File: config.mk
export PLATFORM = sky130hd
export DESIGN_NAME = cdg_front_flat
export DESIGN_NICKNAME = d
export VERILOG_FILES = /design/src/cdg_pkg.sv /design/src/cdg_pix_if.sv /design/src/cdg_front.sv /design/src/flat_wrapper.sv
export SDC_FILE = /design/constraint.sdc
export NUM_CORES = 1
export LEC_CHECK = 0
export BUFFER_PORTS_ARGS = -buffer_cell sky130_fd_sc_hd__buf_2
export CAP_MARGIN = 20
export CORE_MARGIN = 2
export CORE_UTILIZATION = 32
export DETAILED_ROUTE_END_ITERATION = 16
export GPL_ROUTABILITY_DRIVEN = 0
export GPL_TIMING_DRIVEN = 0
export REMOVE_ABC_BUFFERS = 1
export SYNTH_ARGS = -nofsm -noshare
export SYNTH_HDL_FRONTEND = slang
export SYNTH_SLANG_ARGS = --single-unit
File: constraint.sdc
create_clock -name clk -period 7.2 [get_ports clk]
set_clock_uncertainty 0.1 [all_clocks]
set_input_delay 0.72 -clock clk [delete_from_list [all_inputs] [get_ports clk]]
set_output_delay 0.72 -clock clk [all_outputs]
set_load 0.02 [all_outputs]
File: src/cdg_pkg.sv
`timescale 1ns / 1ps
`default_nettype none
// ----------------------------------------------------------------------------
// cdg_pkg
// Shared widths, register indexes and the queued item type of the
// central-difference gradient block.
// ----------------------------------------------------------------------------
package cdg_pkg;

  localparam int MAX_WIDTH  = 1024;
  localparam int MAX_HEIGHT = 1024;

  localparam int PIX_W   = 8;
  localparam int GRAD_W  = 9;
  localparam int COORD_W = 10;
  localparam int CFG_W   = 11;
  localparam int CFG_IDX_W = 1;

  localparam int LS_DEPTH = MAX_WIDTH;
  localparam int LS_AW    = $clog2(LS_DEPTH);
  localparam int LS_W     = 2 * PIX_W;

  // queue depth, power of two
  localparam int FIFO_DEPTH = 2;
  localparam int FIFO_AW    = $clog2(FIFO_DEPTH);

  localparam logic [CFG_IDX_W-1:0] REG_FRAME_ROWS = 1'd0;
  localparam logic [CFG_IDX_W-1:0] REG_FRAME_COLS = 1'd1;

  localparam logic [CFG_W-1:0] FRAME_ROWS_RST = 11'd480;
  localparam logic [CFG_W-1:0] FRAME_COLS_RST = 11'd640;

  typedef struct packed {
    logic [PIX_W-1:0]   px;
    logic [LS_AW-1:0]   addr;
    logic [COORD_W-1:0] orow;
    logic [COORD_W-1:0] ocol;
    logic               emit;
    logic               border;
  } cdg_item_t;

endpackage
`default_nettype wire

File: src/cdg_pix_if.sv
`timescale 1ns / 1ps
`default_nettype none
// ----------------------------------------------------------------------------
// cdg_pix_if
// Pixel input channel: valid/ready with one grayscale pixel per item.
// ----------------------------------------------------------------------------
interface cdg_pix_if;
  logic                        valid;
  logic                        ready;
  logic [cdg_pkg::PIX_W-1:0]   pixel;

  modport source (output valid, output pixel, input ready);
  modport sink   (input valid, input pixel, output ready);
endinterface
`default_nettype wire

File: src/cdg_front.sv
`timescale 1ns / 1ps
`default_nettype none
// ----------------------------------------------------------------------------
// cdg_front
// Frame size registers and raster position tracking; tags each pixel with
// its line store address, output position, emit and border flags.
// ----------------------------------------------------------------------------
module cdg_front (
  input  wire logic                        clk,
  input  wire logic                        rst_n,
  input  wire logic                        cfg_we,
  input  wire logic [cdg_pkg::CFG_IDX_W-1:0] cfg_index,
  input  wire logic [cdg_pkg::CFG_W-1:0]   cfg_data,
  cdg_pix_if.sink                          in_pix,
  input  wire logic                        init_busy,
  input  wire logic                        push_ready,
  output logic                             push_valid,
  output cdg_pkg::cdg_item_t               push_item
);
  import cdg_pkg::*;

  logic [CFG_W-1:0]   rows_cfg_r, rows_cfg_nxt;
  logic [CFG_W-1:0]   cols_cfg_r, cols_cfg_nxt;
  logic [COORD_W-1:0] row_r, row_nxt;
  logic [COORD_W-1:0] col_r, col_nxt;

  logic [CFG_W-1:0]   rows_eff, cols_eff;
  logic [COORD_W-1:0] r, c;
  logic [CFG_W-1:0]   r_inc, c_inc;
  logic [COORD_W-1:0] orow, ocol;
  logic               accept;

  always_comb begin
    rows_cfg_nxt = rows_cfg_r;
    cols_cfg_nxt = cols_cfg_r;
    if (cfg_we) begin
      case (cfg_index)
        REG_FRAME_ROWS: rows_cfg_nxt = cfg_data;
        REG_FRAME_COLS: cols_cfg_nxt = cfg_data;
        default: ;
      endcase
    end
  end

  always_comb begin
    if (rows_cfg_r == '0) begin
      rows_eff = CFG_W'(1);
    end else if (rows_cfg_r > CFG_W'(MAX_HEIGHT)) begin
      rows_eff = CFG_W'(MAX_HEIGHT);
    end else begin
      rows_eff = rows_cfg_r;
    end
    if (cols_cfg_r == '0) begin
      cols_eff = CFG_W'(1);
    end else if (cols_cfg_r > CFG_W'(MAX_WIDTH)) begin
      cols_eff = CFG_W'(MAX_WIDTH);
    end else begin
      cols_eff = cols_cfg_r;
    end
  end

  assign accept       = in_pix.valid && in_pix.ready;
  assign in_pix.ready = push_ready && !init_busy;

  always_comb begin
    r     = ({1'b0, row_r} >= rows_eff) ? '0 : row_r;
    c     = ({1'b0, col_r} >= cols_eff) ? '0 : col_r;
    r_inc = {1'b0, r} + CFG_W'(1);
    c_inc = {1'b0, c} + CFG_W'(1);
    orow  = r - COORD_W'(1);
    ocol  = c - COORD_W'(1);

    row_nxt = row_r;
    col_nxt = col_r;
    if (accept) begin
      if (c_inc >= cols_eff) begin
        col_nxt = '0;
        row_nxt = (r_inc >= rows_eff) ? '0 : r_inc[COORD_W-1:0];
      end else begin
        col_nxt = c_inc[COORD_W-1:0];
        row_nxt = r;
      end
    end

    push_valid       = accept;
    push_item.px     = in_pix.pixel;
    push_item.addr   = c[LS_AW-1:0];
    push_item.orow   = orow;
    push_item.ocol   = ocol;
    push_item.emit   = (r != '0) && (c != '0);
    push_item.border = (orow == '0) || ({1'b0, orow} == rows_eff - CFG_W'(1)) ||
                       (ocol == '0) || ({1'b0, ocol} == cols_eff - CFG_W'(1));
  end

  always_ff @(posedge clk) begin
    if (!rst_n) begin
      rows_cfg_r <= FRAME_ROWS_RST;
      cols_cfg_r <= FRAME_COLS_RST;
      row_r      <= '0;
      col_r      <= '0;
    end else begin
      rows_cfg_r <= rows_cfg_nxt;
      cols_cfg_r <= cols_cfg_nxt;
      row_r      <= row_nxt;
      col_r      <= col_nxt;
    end
  end

endmodule
`default_nettype wire

File: src/flat_wrapper.sv
// flat-port wrapper written by rule: the top's interface ports become plain ports
module cdg_front_flat import cdg_pkg::*;
  (clk, rst_n, cfg_we, cfg_index, cfg_data, init_busy, push_ready, push_valid, push_item, in_pix_valid, in_pix_pixel, in_pix_ready);
  cdg_pix_if in_pix_i ();
  input  wire logic clk;
  input  wire logic rst_n;
  input  wire logic cfg_we;
  input  wire logic [cdg_pkg::CFG_IDX_W-1:0] cfg_index;
  input  wire logic [cdg_pkg::CFG_W-1:0] cfg_data;
  input  wire logic init_busy;
  input  wire logic push_ready;
  output logic push_valid;
  output cdg_pkg::cdg_item_t push_item;
  input wire logic [$bits(in_pix_i.valid)-1:0] in_pix_valid;
  input wire logic [$bits(in_pix_i.pixel)-1:0] in_pix_pixel;
  output wire logic [$bits(in_pix_i.ready)-1:0] in_pix_ready;
  assign in_pix_i.valid = in_pix_valid;
  assign in_pix_i.pixel = in_pix_pixel;
  assign in_pix_ready = in_pix_i.ready;
  cdg_front u_core (.clk(clk), .rst_n(rst_n), .cfg_we(cfg_we), .cfg_index(cfg_index), .cfg_data(cfg_data), .in_pix(in_pix_i), .init_busy(init_busy), .push_ready(push_ready), .push_valid(push_valid), .push_item(push_item));
endmodule
==> summary.txt <==
Critical path
  – Worst EP required: 6.38 ns
  – CP Data Arrival Time: 6.06 ns
  – Worst Setup End Kind: primary output
  – Crit Path Category: flip-flop to primary output
  – R2R Setup Slk: 0.55 ns
  – R2r worst-path depth: 26
  – Crit-path max FO: 12
  – Worst R2R Start: u_core.cols_cfg_r[3]$_SDFFE_PN0P_
  – Crit start category: flip-flop
  – RR Endpoint: u_core.row_r[5]$_SDFFE_PN0P_

Final layout
  – Fill count: 1,466
  – Share of post-route cells with drive strength above 1: 0.133
  – Antenna cells: 0
  – Most common cell after layout, fill and taps aside: nand2_1
  – Area growth from synthesis to final layout: 10.1%
  – Final #Nets: 709
  – Commonest cells after routing, fill and taps aside: nand2_1 (104), ha_1 (52), buf_2 (51)
  – Non-filler cells, final: 808

Clock tree
  – Clk buf depth: 2
  – CTS tree: built
  – Clk slew on worst S/H paths: 0.06 ns
  – CTS Sinks: 42
  – CTS Hold Buffers Added: 0
  – Root Buffer: clkbuf_16
  – H-tree lvl count: 2
  – Skew-Pair Late Insertion Delay: 0.29 ns
  – Total CTS buffers: 5

Route
  – Final WL: approximately 13,000 µm
  – Initial DRC Count: 305
  – Wire per inst: 16.3 µm
  – Antenna-violating nets left: 0
  – Residual DRC count: 0
  – Vias: 4,495
  – First drt pass iteration count: 5
  – Vias/cell: 5.56

Placed design
  – Dpl hpwl: 10,200 µm
  – # port buffers: 51
  – Placed insts: 800

Power
  – LEAKAGE: 2.14 nW
  – IR drop worst, VDD: 0.0792 mV
  – Power Density: 130 nW/µm²

Min path
  – Worst Hold Endpoint: u_core.cols_cfg_r[2]$_SDFFE_PN0P_
  – Hold/Removal Path Class: flip-flop to flip-flop
  – Hold depth: 2
  – Startpoint of the worst hold path: u_core.cols_cfg_r[2]$_SDFFE_PN0P_

Flow run
  – Max cap viols: 0

Floorplan
  – Initial Utilization: 0.331
  – Die Y: 122 µm
  – Top-level port count: 68
  – Die area: roughly 15,000 µm²
  – Core area: 13,300 µm²
  – Chip width: 122 µm
  – Rows: 42

Synth
  – #FFs+latches synth: 42
  – Mapped cell area: 4420 µm²
  – Cells after Synth: around 600
  – Synthesized area per cell: approximately 7.2 µm²
  – EDFF count, synth: 0
  – Sequential fraction of the synthesis area: 0.190
  – Synth unique cells: between 70 and 80
  – FFs w/ async S/R, synth: 0
  – Main flop type after synthesis: dfxtp_1
  – Yosys warns: 0

Global routing
  – Initial antenna violation count: 0
  – Wire length of the first global-routing pass: 21,100 µm
  – Tot GR Track Use: 0.177
  – Pin count of the biggest net entering global routing: 29
  – Vias in the first global route: 4,255
  – Grt ovf: 0

Timing
  – Final setup viols: 0
  – Hold WS: just under 0.4 ns
  – Min Clock Period, post-route: 6.88 ns
  – Final hold violations: 0
  – Max Fclk: 0.145 GHz
  – Period utilization: 0.955
  – Fin. max-slew vios: 0
  – Setup TNS: 0 ns
  – RSZ-0062 raised after global routing: false
  – Slew margin rel.: 0.426
  – Least-Margin Pin Slew: 0.858 ns

Status
  – Status: completed
==> routing by layer <==
layer | up-vias | global-route usage | wire (µm)
met2 | 150 | 0.285 | 6000
li1 | 2218 | - | -
met5 | - | 0 | 0
met1 | 2107 | 0.238 | 6150
met4 | 0 | 0.0639 | 304
met3 | 20 | 0.0305 | 679
==> worst max-delay path: stages (launching register included) <==
cell and delay, ns:
dfxtp_1 0.38, or4_1 0.63, nor3_2 0.26, a21oi_1 0.10, or2_2 0.30, inv_1 0.08
ha_1 0.22, nor2b_1 0.12, o21ai_0 0.17, a31o_2 0.29, nor2_1 0.65, nand2_1 0.30
ha_1 0.39, inv_1 0.18, o31a_2 0.14, inv_1 0.06, nor3_1 0.26, o2111ai_1 0.19
nand4_1 0.15, mux2i_1 0.07, or4b_1 0.51, nand3_1 0.14, buf_2 0.18
==> area by class of cell <==
| cell class | count | area, µm² | area share |
|---|---|---|---|
| clock buffer | 5 | 125 | 0.0257 |
| clock inverter | 3 | 21.3 | 0.00437 |
| inverter | 23 | 86.3 | 0.0178 |
| multi-input combinational | 507 | 3310 | 0.680 |
| sequential | 42 | 841 | 0.173 |
| tap | 176 | 220 | 0.0453 |
| timing repair buffer | 52 | 263 | 0.0540 |
==> registers in the layout, indices dropped and copies added (netlist names) <==
name,flops
u_core.col_r,10
u_core.cols_cfg_r,11
u_core.rows_cfg_r,11
u_core.row_r,10
==> synthesized netlist by cell type, types with 4 or more instances <==
| master | number | area, µm² |
|---|---|---|
| dfxtp_1 | 42 | 841 |
| and3_1 | 8 | 50.1 |
| nor3_1 | 16 | 80.1 |
| and2_1 | 8 | 50.1 |
| a21o_1 | 5 | 37.5 |
| inv_1 | 20 | 75.1 |
| nand3_1 | 32 | 160 |
| a21oi_1 | 45 | 225 |
| a31oi_1 | 4 | 25.0 |
| nand4_1 | 6 | 37.5 |
| buf_2 | 4 | 20.0 |
| xor2_1 | 18 | 158 |
| o21a_1 | 4 | 30.0 |
| o211ai_1 | 4 | 30.0 |
| o31ai_1 | 5 | 37.5 |
| ha_1 | 52 | 651 |
| nor2b_1 | 6 | 37.5 |
| or4_1 | 7 | 52.6 |
| or3_1 | 4 | 25.0 |
| clkbuf_1 | 23 | 86.3 |
| xnor2_1 | 24 | 210 |
| buf_4 | 9 | 67.6 |
| a22oi_1 | 4 | 30.0 |
| nor2_1 | 45 | 169 |
| a31o_2 | 4 | 35.0 |
| a211o_1 | 4 | 35.0 |
| or2_2 | 5 | 31.3 |
| nand2_1 | 104 | 390 |
| nor4_1 | 5 | 31.3 |
| nand2b_1 | 4 | 25.0 |
| o21ai_0 | 29 | 145 |
| a22o_1 | 8 | 70.1 |
==> how the worst max path moves through the flow <==
| stage | slack, ns | start | cells after the start | end |
|---|---|---|---|---|
| after floorplan | 1.24 | u_core.rows_cfg_r[4]$_SDFFE_PN0P_ | 20 | push_item[0] |
| after global placement | 0.39 | u_core.cols_cfg_r[3]$_SDFFE_PN0P_ | 22 | push_item[0] |
| after detailed placement | 0.27 | u_core.cols_cfg_r[3]$_SDFFE_PN0P_ | 22 | push_item[0] |
| after CTS | 0.13 | u_core.cols_cfg_r[3]$_SDFFE_PN0P_ | 22 | push_item[0] |
| after global routing | 0.01 | u_core.cols_cfg_r[3]$_SDFFE_PN0P_ | 22 | push_item[0] |
| final | 0.32 | u_core.rows_cfg_r[4]$_SDFFE_PN0P_ | 22 | push_item[0] |
==> kinds of logic (layout without fill, tap and decap cells) <==
| kind of cell | after synthesis | after routing | synth area share |
|---|---|---|---|
| flops | 42 | 42 | 0.190 |
| buf+inv | 63 | 83 | 0.0643 |
| fa+ha+maj | 52 | 52 | 0.147 |
| mux | 4 | 4 | 0.00935 |
| simple gates | 267 | 267 | 0.296 |
| compound gates | 142 | 142 | 0.210 |
| xor+xnor | 42 | 42 | 0.0833 |
==> metrics by stage <==
stage | util | setup slack, ns | area, µm² | total power, W
finish | 0.364 | 0.324 | 4860 | 0.000630
global route | 0.364 | 0.00950 | 4860 | 0.000662
CTS | 0.363 | 0.132 | 4850 | 0.000631
detailed placement | 0.352 | 0.270 | 4700 | 0.000405
global placement | 0.352 | 0.393 | 4700 | 0.000401
floorplan | - | 1.24 | 4220 | 0.000363
==> power breakdown <==
part | leakage (nW) | switching [W] | internal (W)
registers | 0.342 | 0.0000102 | 0.000239
logic | 1.73 | 0.0000930 | 0.0000604
clock network | 0.0698 | 0.0000985 | 0.000128
==> repair_timing <==
item / 4_1_cts / 5_1_grt
setup buffers: 0 / 0
gates resized for setup: 1 / 2
endpoints found under the setup margin: 1 / 10
Note: power is estimated with default switching activity, not from simulation.
