--- src/cdg_pkg.sv ---
`timescale 1ns / 1ps
`default_nettype none
// ----------------------------------------------------------------------------
// cdg_pkg
// Shared widths, register indexes and the queued item type of the
// central-difference gradient block.
// ----------------------------------------------------------------------------
package cdg_pkg;

  localparam int MAX_WIDTH  = 1024;
  localparam int MAX_HEIGHT = 1024;

  localparam int PIX_W   = 8;
  localparam int GRAD_W  = 9;
  localparam int COORD_W = 10;
  localparam int CFG_W   = 11;
  localparam int CFG_IDX_W = 1;

  localparam int LS_DEPTH = MAX_WIDTH;
  localparam int LS_AW    = $clog2(LS_DEPTH);
  localparam int LS_W     = 2 * PIX_W;

  // queue depth, power of two
  localparam int FIFO_DEPTH = 2;
  localparam int FIFO_AW    = $clog2(FIFO_DEPTH);

  localparam logic [CFG_IDX_W-1:0] REG_FRAME_ROWS = 1'd0;
  localparam logic [CFG_IDX_W-1:0] REG_FRAME_COLS = 1'd1;

  localparam logic [CFG_W-1:0] FRAME_ROWS_RST = 11'd480;
  localparam logic [CFG_W-1:0] FRAME_COLS_RST = 11'd640;

  typedef struct packed {
    logic [PIX_W-1:0]   px;
    logic [LS_AW-1:0]   addr;
    logic [COORD_W-1:0] orow;
    logic [COORD_W-1:0] ocol;
    logic               emit;
    logic               border;
  } cdg_item_t;

endpackage
`default_nettype wire

--- src/cdg_fifo.sv ---
`timescale 1ns / 1ps
`default_nettype none
// ----------------------------------------------------------------------------
// cdg_fifo
// Short item queue between the classifying front and the compute back.
// ----------------------------------------------------------------------------
module cdg_fifo (
  input  wire logic               clk,
  input  wire logic               rst_n,
  input  wire logic               push_valid,
  input  wire cdg_pkg::cdg_item_t push_item,
  output logic                    push_ready,
  output logic                    pop_valid,
  output cdg_pkg::cdg_item_t      pop_item,
  input  wire logic               pop
);
  import cdg_pkg::*;

  cdg_item_t            buf_r [FIFO_DEPTH];
  logic [FIFO_AW-1:0]   wr_ptr_r, wr_ptr_nxt;
  logic [FIFO_AW-1:0]   rd_ptr_r, rd_ptr_nxt;
  logic [FIFO_AW:0]     cnt_r, cnt_nxt;
  logic                 do_push, do_pop;

  assign push_ready = (cnt_r != (FIFO_AW + 1)'(FIFO_DEPTH));
  assign pop_valid  = (cnt_r != '0);
  assign pop_item   = buf_r[rd_ptr_r];
  assign do_push    = push_valid && push_ready;
  assign do_pop     = pop && pop_valid;

  always_comb begin
    wr_ptr_nxt = do_push ? wr_ptr_r + FIFO_AW'(1) : wr_ptr_r;
    rd_ptr_nxt = do_pop ? rd_ptr_r + FIFO_AW'(1) : rd_ptr_r;
    cnt_nxt    = cnt_r;
    if (do_push && !do_pop) begin
      cnt_nxt = cnt_r + (FIFO_AW + 1)'(1);
    end else if (do_pop && !do_push) begin
      cnt_nxt = cnt_r - (FIFO_AW + 1)'(1);
    end
  end

  always_ff @(posedge clk) begin
    if (do_push) begin
      buf_r[wr_ptr_r] <= push_item;
    end
  end

  always_ff @(posedge clk) begin
    if (!rst_n) begin
      wr_ptr_r <= '0;
      rd_ptr_r <= '0;
      cnt_r    <= '0;
    end else begin
      wr_ptr_r <= wr_ptr_nxt;
      rd_ptr_r <= rd_ptr_nxt;
      cnt_r    <= cnt_nxt;
    end
  end

endmodule
`default_nettype wire

--- config.mk ---
export PLATFORM = sky130hd
export DESIGN_NAME = cdg_fifo
export DESIGN_NICKNAME = d
export VERILOG_FILES = /design/src/cdg_pkg.sv /design/src/cdg_fifo.sv
export SDC_FILE = /design/constraint.sdc
export NUM_CORES = 1
export LEC_CHECK = 0
export BUFFER_PORTS_ARGS = -buffer_cell sky130_fd_sc_hd__buf_2
export CORE_ASPECT_RATIO = 1.75
export CORE_MARGIN = 2
export CORE_UTILIZATION = 55
export CTS_BUF_LIST = sky130_fd_sc_hd__clkbuf_16
export CTS_CLUSTER_SIZE = 8
export DETAILED_ROUTE_END_ITERATION = 8
export PLACE_DENSITY_LB_ADDON = 0.15
export SLEW_MARGIN = 20
export SYNTH_ARGS = -nofsm -noshare
export SYNTH_HDL_FRONTEND = slang
export SYNTH_SLANG_ARGS = --single-unit
--- constraint.sdc ---
create_clock -name clk -period 3.4 [get_ports clk]
set_input_delay 0.17 -clock clk [delete_from_list [all_inputs] [get_ports clk]]
set_output_delay 0.17 -clock clk [all_outputs]
set_load 0.005 [all_outputs]
==> results.toml, run 1 <==
[clock_tree]
clock-sinks = 85
cts_setup_buffers = 0
htreeDepth = 3
clock_path_buffers = 2
clkTransAtPathRegs_ns = 0.06
numCtsBuffers = 9
root_buffer = "clkbuf_16"
insertion_delay_ns = 0.32
ctsResizeCount = 0
cts_tree = "yes"
cts_hold_buffers = 0

[route]
firstDrtPassIters = 4
drt_iter0_markers = 43
totalWireLength_um = 4510
viasPerCell = 4.97
vias = 1600
drc_errors = 0
ant_nets = 0
avgRoutedWirePerCell_um = 14.0

[yosys]
yosys.area.top_type_share_pct = 77.1
synthDistinctLibCells = 19
syn_avg_cell_area_sq_um = 21.1
synthesis.area_sq_um = 3120
ys_warn_count = 0
ys_seq_area_share_pct = 80.3
yosys-top-cells-area = "edfxtp_1, mux2_2, dfxtp_1"
synth_seq_cells = 85
syn_inst = 148
syn_nets = 193
yosys.area.top_type = "edfxtp_1"

[worst_setup_path]
critical_path_required_ns = 3.23
crit_fanout = 40
cp.arrival_ns = 1.83
crit_type = "reg2out"
cp-end-kind = "output pin"
start_kind = "flip-flop"

[place]
hpwl_um = 2910
gp_congestion = 0.672
port_buffers = 85
dpl_worst_slack_ns = 1.59

[timing]
post-route-min-period_ns = 2.00
worst_pin_slew_ns = 0.938
layout_setup_ws_ns = 1.40
min_period_over_period_pct = 58.7
finalSetupViolations = 0
fmax_mhz = 501
slew_headroom_pct = 37.4
final.setup_skew_ns = 0.00659
slew_violations = 0
final-hold-violation-count = 0
rsz0062_at_grt = "no"
setup-tns-final_ns = 0

[cells_and_area]
area_growth_pct = 25.4
drive_above_1_share_pct = 58.5
diodes = 0
final_util_pct = 70.5
fin_nets = 286

[die]
core_region_area_sq_um = 5540
dieArea_sq_um = 6310
dieWidth_um = 60.9
start_util_pct = 56.2
io_pins = 86
die_h_um = 104
num_rows = 36

[global_routing]
grt_pass1_vias = 1575
grt.busiest_layer = "met2"
gr-total-overflow = 0
grt_use_met1_pct = 17.8
grt_pass1_wl_um = 7030
grtUsageMet3_pct = 5.99
track_usage_pct = 15.5
grt_antenna_before_repair = 0
met2_usage_pct = 24.9
grt_max_degree = 41

[job]
cap_violations = 0

[power_and_ir_drop]
ir_drop_uv = 752
p_leak_nw = 1.48
powerDensity_nw_per_um2 = 733

[min_path]
hold_class = "in2reg"

[outcome]
status = "finished clean"
-- cell usage in the layout (no fill, tap or decap), drive strengths merged, types with 2 or more instances in the layout --
master  count
xnor2       2
mux2       40
a21boi      2
o21ai       2
edfxtp     80
clkbuf      9
and2        4
dfxtp       5
buf        86
clkinv      6
-- logic make-up (layout without fill, tap and decap cells) --
logic type               count (synthesis)  in the layout  share of synthesized area, %
buffers and inverters                    5            103                         0.763
XOR/XNOR                                 3              3                         0.844
flip-flops                              85             85                          80.3
multiplexers                            40             40                          14.5
AO/OA/AOI/OAI                            5              5                          1.12
AND/OR/NAND/NOR                          9              9                          2.09
adder cells (fa/ha/maj)                  1              1                         0.402
-- metrics by stage --
stage               total power [mW]  hold slack, ns  cell area (sq um)  std cells
detailed placement              2.01           0.362               3630        306
global route                    3.01          0.0231               3910        322
floorplan                       1.76           0.269               3120        148
CTS                             2.91          0.0239               3910        322
finish                          2.87          0.0346               3910        322
global placement                2.00           0.359               3630        306
-- flip-flops by register name (all words and copies together) (netlist names), named ones only --
register  cells
buf_r        80
cnt_r         2
rd_ptr_r      1
wr_ptr_r      1
-- critical path, stage by stage, from the launching register on --
cell and delay (ns):
dfxtp_2 0.94, mux2_2 0.42, buf_2 0.13
-- cells in the mapped netlist --
cell type,n
edfxtp_1,80
mux2_2,40
dfxtp_1,5
and2_1,4
buf_2,4
xnor2_1,2
a21bo_2,1
a21boi_0,1
a21boi_1,1
and3_1,1
ha_1,1
inv_1,1
nand2b_4,1
nand3b_1,1
o21ai_0,1
o21ai_1,1
or2_2,1
or3_1,1
xor2_1,1
-- path summary, 6_finish.rpt --
check / startpoint / end / slack, ns / cells past startpoint
hold / removal: push_item[19] / buf_r[0][19] / 0.03 / 1
setup / recovery: flip-flop / pop_item[30] / 1.40 / 2
hold reg to reg: cnt_r[1] / cnt_r[1] / 0.55 / 2
setup reg to reg: cnt_r[0] / buf_r[1][39] / 1.62 / 2
-- cell type report --
cell class | count | area (sq um)
clock buffers | 9 | 225
clock inverters | 7 | 56.3
fillers | 391 | 1630
inverters | 1 | 3.75
multi-input cells | 58 | 591
flip-flops and latches | 85 | 2500
well taps | 76 | 95.1
repair buffers | 86 | 433
-- power breakdown --
group	switching [mW]	internal [mW]	total [mW]	leakage (nW)
clock	0.333	0.556	0.889	0.141
sequential	0.101	1.31	1.41	0.789
combinational	0.230	0.333	0.563	0.548
total	0.665	2.20	2.87	1.48
-- per-layer routing --
layer	vias to the layer above	part of all wire [%]	wire, um
li1	768	-	-
met1	771	40	1790
met5	-	0	0
met2	57	53	2400
met3	4	6.1	276
met4	0	0.98	44
Note: power is estimated with default switching activity, not from simulation.
==> run 2: changes to the inputs <==
--- a/config.mk
+++ b/config.mk
@@ -8,7 +8,7 @@
 export BUFFER_PORTS_ARGS = -buffer_cell sky130_fd_sc_hd__buf_2
 export CORE_ASPECT_RATIO = 1.75
 export CORE_MARGIN = 2
-export CORE_UTILIZATION = 55
+export CORE_UTILIZATION = 46
 export CTS_BUF_LIST = sky130_fd_sc_hd__clkbuf_16
 export CTS_CLUSTER_SIZE = 8
 export DETAILED_ROUTE_END_ITERATION = 8
==> constraint.sdc (replaced) <==
create_clock -name clk -period 1.8 [get_ports clk]
set_input_delay 0.09 -clock clk [delete_from_list [all_inputs] [get_ports clk]]
set_output_delay 0.09 -clock clk [all_outputs]
set_load 0.005 [all_outputs]
==> run 2 against run 1 <==
Non-clock buffer count is 43 higher. Combinational power rose by 140%. Die area increased by 18%. Clock power grew 72%. Clock-buffer cell count stayed put. Setup slack worse by 1.2 ns. Global-route usage down 0.54 points. Core utilization shrank 4.0 points. Clock skew shrank 0.0032 ns. First-iteration DRC count up 81%. Cell area grew 11%. Largest cell class unchanged.
==> results.toml, run 2 (synthesized netlist as in run 1, its figures left out) <==
[timing]
slew_headroom_pct = 83.5
worst_pin_slew_ns = 0.247
final.setup_skew_ns = 0.00343
rsz0062_at_grt = "no"
slew_violations = 0
final-hold-violation-count = 0
post-route-min-period_ns = 1.58
fmax_mhz = 632
min_period_over_period_pct = 87.9
setup-tns-final_ns = 0
finalSetupViolations = 0

[global_routing]
track_usage_pct = 15.0
grt_pass1_wl_um = 8250
grt_pass1_vias = 1893
grt_antenna_before_repair = 0
gr-total-overflow = 0
grt_max_degree = 41

[place]
place_area_sq_um = 3700
port_buffers = 85
place_inst = 315
hpwl_um = 3240
gp_congestion = 0.714

[die]
die_h_um = 113
start_util_pct = 47.6
num_rows = 39
io_pins = 86
core_region_area_sq_um = 6540
dieArea_sq_um = 7470
dieWidth_um = 66.2

[cells_and_area]
diodes = 0
layout_commonest_cell = "buf_2"
reg_top3 = "buf_r (80), cnt_r (2)"
area_growth_pct = 39.6
largest-register = "buf_r"
multi_input_area_sq_um = 591
fin_nets = 329
drive_above_1_share_pct = 50.7
final_cell_area_sq_um = 4350
final_cells = 370
seq_area_sq_um = 2500
mostFrequentLayoutCells = "buf_2, edfxtp_1, mux2_2, dlygate4sd3_1, clkbuf_16"
largest_register_ffs = 80
n_fill_cell = 501

[route]
drc_errors = 0
firstDrtPassIters = 4
drt_iter0_markers = 78
viasPerCell = 4.77
avgRoutedWirePerCell_um = 14.3
vias = 1765
totalWireLength_um = 5280
ant_nets = 0

[clock_tree]
cts_setup_buffers = 0
clkTransAtPathRegs_ns = 0.05
ctsResizeCount = 0
cts_tree = "yes"
root_buffer = "clkbuf_16"
numCtsBuffers = 9
clock-sinks = 85
clock_path_buffers = 2
insertion_delay_ns = 0.32
htreeDepth = 3

[power_and_ir_drop]
p_leak_nw = 1.66
powerDensity_nw_per_um2 = 1240
ir_drop_uv = 821
p_total_mw = 5.41

[worst_setup_path]
r2r_cells = 5
worstReg2RegEnd = "cnt_r[1]"
cp-end-kind = "flip-flop"
reg2reg_slack_ns = 0.22
crit_fanout = 5
crit_type = "reg2reg"
start_kind = "flip-flop"
cp.arrival_ns = 1.83
critical_path_required_ns = 2.05
r2r_start = "cnt_r[0]"

[job]
cap_violations = 0

[min_path]
hold_path_depth = 2
hold_start = "rst_n"
hold_class = "in2reg"

[outcome]
status = "finished clean"
run 2: repair_timing:
item,4_1_cts,5_1_grt
setup endpoints to repair,0,0
hold buffers,40,0
hold endpoints to repair,80,0
run 2: area by class of cell:
type | count | share of cell area (%)
Timing Repair Buffer | 129 | 20.5
Clock inverter | 6 | 0.576
Multi-Input combinational cell | 58 | 13.6
Sequential cell | 85 | 57.6
Clock buffer | 9 | 5.18
Inverter | 1 | 0.173
Tap cell | 82 | 2.36
run 2: stage by stage:
step | hold slack (ns) | util (%) | worst slack [ns]
global placement | 0.277 | 56.5 | 0.297
global route | 0.0436 | 66.5 | 0.154
detailed placement | 0.281 | 56.5 | 0.230
floorplan | 0.189 | - | 0.205
finish | 0.0244 | 66.5 | 0.218
CTS | 0.0158 | 66.5 | 0.199
run 2: worst max-delay path by stage:
stage | end | start | cells past startpoint
2_1_floorplan | buf_r[0][0] | cnt_r[0] | 3
4_1_cts | cnt_r[1] | cnt_r[0] | 5
3_5_place_dp | cnt_r[1] | cnt_r[0] | 5
6_report | cnt_r[1] | cnt_r[0] | 5
3_3_place_gp | cnt_r[1] | cnt_r[0] | 5
5_1_grt | cnt_r[1] | cnt_r[0] | 5
run 2: worst max-delay path, cell delays in order, from the launching register on:
cell	delay [ns]
dfxtp_1	0.35
nand2b_4	0.17
and2_1	0.16
ha_1	0.33
or3_1	0.36
a21boi_1	0.14
run 2: power by group:
| part | switching (mW) | internal (mW) | total, mW |
|---|---|---|---|
| registers | 0.0783 | 2.48 | 2.55 |
| clock network | 0.627 | 0.899 | 1.53 |
| logic | 0.586 | 0.746 | 1.33 |
run 2: metal layers:
layer	vias to the layer above	GRT usage (%)	wire, um
met5	-	0	0
met1	848	14.7	1950
met2	59	27.3	2970
met4	0	7.21	104
li1	849	-	-
met3	9	4.77	247
==> run 3: changes to the inputs <==
--- a/config.mk
+++ b/config.mk
@@ -8,7 +8,7 @@
 export BUFFER_PORTS_ARGS = -buffer_cell sky130_fd_sc_hd__buf_2
 export CORE_ASPECT_RATIO = 1.75
 export CORE_MARGIN = 2
-export CORE_UTILIZATION = 46
+export CORE_UTILIZATION = 45
 export CTS_BUF_LIST = sky130_fd_sc_hd__clkbuf_16
 export CTS_CLUSTER_SIZE = 8
 export DETAILED_ROUTE_END_ITERATION = 8
==> run 3 against run 2 <==
Final cell count increased by 1.4%. First-iteration DRC count increased by 6.4%. Clock skew about the same. Clock power about the same. Core utilization decreased by 2.1 points. Flip-flop and latch count unchanged. Critical path depth unchanged. Critical path type unchanged. Register-to-register slack improved by 0.02 ns. Via count decreased by 1.3%.
==> results.toml, run 3 (synthesized netlist as in run 1, its figures left out) <==
[timing]
worst_pin_slew_ns = 0.304
final-hold-violation-count = 0
post-route-min-period_ns = 1.56
setup-tns-final_ns = 0
slew_headroom_pct = 79.7
rsz0062_at_grt = "no"
fmax_mhz = 642
final.setup_skew_ns = 0.00364
whs_ns = 0.0268
finalSetupViolations = 0
slew_violations = 0
min_period_over_period_pct = 86.6

[place]
place_inst = 319
hpwl_um = 3550
port_buffers = 85
gp_congestion = 0.636
place_area_sq_um = 3730

[die]
core_region_area_sq_um = 6810
dieArea_sq_um = 7630
dieWidth_um = 66.9
io_pins = 86
num_rows = 40
die_h_um = 114
start_util_pct = 45.8

[worst_setup_path]
crit_end = "cnt_r[1]"
cp-end-kind = "flip-flop"
critical_path_required_ns = 2.06
cp-startpoint = "cnt_r[0]"
start_kind = "flip-flop"
crit_type = "reg2reg"
reg2reg_slack_ns = 0.24
r2r_cells = 5
crit_fanout = 5
worstReg2RegEnd = "cnt_r[1]"
cp.arrival_ns = 1.82
r2r_start = "cnt_r[0]"

[cells_and_area]
layout_commonest_cell = "buf_2"
largest-register = "buf_r"
area_growth_pct = 40.6
final_cell_area_sq_um = 4380
reg_top3 = "buf_r (80), cnt_r (2)"
final_util_pct = 64.4
mostFrequentLayoutCells = "buf_2, edfxtp_1, mux2_2, dlygate4sd3_1, clkbuf_16"
drive_above_1_share_pct = 50.5
diodes = 0
fin_nets = 331
largest_register_ffs = 80
final_cells = 375

[route]
vias = 1742
ant_nets = 0
avgRoutedWirePerCell_um = 14.5
drc_errors = 0
firstDrtPassIters = 4
totalWireLength_um = 5420
viasPerCell = 4.65
drt_iter0_markers = 83

[power_and_ir_drop]
ir_drop_uv = 921
powerDensity_nw_per_um2 = 1240
p_leak_nw = 1.68

[clock_tree]
clock_path_buffers = 2
root_buffer = "clkbuf_16"
cts_setup_buffers = 0
insertion_delay_ns = 0.33
cts_tree = "yes"
clkTransAtPathRegs_ns = 0.05
clock-sinks = 85
htreeDepth = 3
numCtsBuffers = 9

[global_routing]
grt_max_degree = 23
grt_antenna_before_repair = 0
grt_pass1_vias = 1780
gr-total-overflow = 0
track_usage_pct = 15.1
grt_pass1_wl_um = 8070

[min_path]
hold_class = "in2reg"

[outcome]
status = "finished clean"

[job]
cap_violations = 0
run 3: cell types whose count changed in the layout (fill, tap and decap cells not counted):
| cell | previous run | this run |
|---|---|---|
| buf_12 | 3 | 4 |
| clkinv_2 | 2 | 1 |
| clkinv_1 | 1 | 2 |
| buf_4 | 1 | 2 |
| inv_1 | 3 | 4 |
run 3: repair_timing:
action | 4_1_cts | 5_1_grt
endpoints found under the setup margin | 0 | 0
hold endpoints to repair | 80 | 0
gates resized for setup | 0 | 0
hold buffers | 40 | 0
run 3: worst max-delay path: stages (launching register included):
cell      delay (ns)
dfxtp_1         0.35
nand2b_4        0.17
and2_1          0.16
ha_1            0.32
or3_1           0.35
a21boi_1        0.13
run 3: stage by stage:
step	setup slack [ns]	total power, mW
floorplan	0.205	3.33
global placement	0.281	3.90
detailed placement	0.251	3.91
CTS	0.221	5.53
global route	0.148	5.73
finish	0.242	5.44
run 3: worst min path at each step:
| stage | cells past startpoint | slack, ns | endpoint | startpoint |
|---|---|---|---|---|
| after CTS | 2 | 0.02 | cnt_r[0] | rst_n |
| after detailed placement | 1 | 0.28 | buf_r[0][38] | push_item[38] |
| after global placement | 1 | 0.28 | buf_r[0][17] | push_item[17] |
| after floorplan | 0 | 0.19 | buf_r[0][0] | push_item[0] |
| final | 2 | 0.03 | cnt_r[0] | rst_n |
| after global routing | 2 | 0.04 | rd_ptr_r | rst_n |
run 3: cell type report:
class                   instances  area (sq um)
inverters                       1          7.51
repair buffers                131           921
clock buffers                   9           225
clock inverters                 7          27.5
well taps                      84           105
flip-flops and latches         85          2500
fillers                       526          2430
multi-input cells              58           591
run 3: report_power, final:
part | total (mW) | internal (mW) | switching (mW)
sequential | 2.55 | 2.47 | 0.0757
clock | 1.54 | 0.900 | 0.637
combinational | 1.36 | 0.757 | 0.598
total | 5.44 | 4.13 | 1.31
run 3: per-layer routing:
layer / share of wire, % / routed length (um) / vias up / global-route usage [%]
met3: 5.9 / 322 / 10 / 5.31
met5: 0 / 0 / - / 0
met4: 1.9 / 104 / 0 / 7.76
li1: - / - / 856 / -
met1: 38 / 2040 / 819 / 14.5
met2: 55 / 2960 / 57 / 27.3
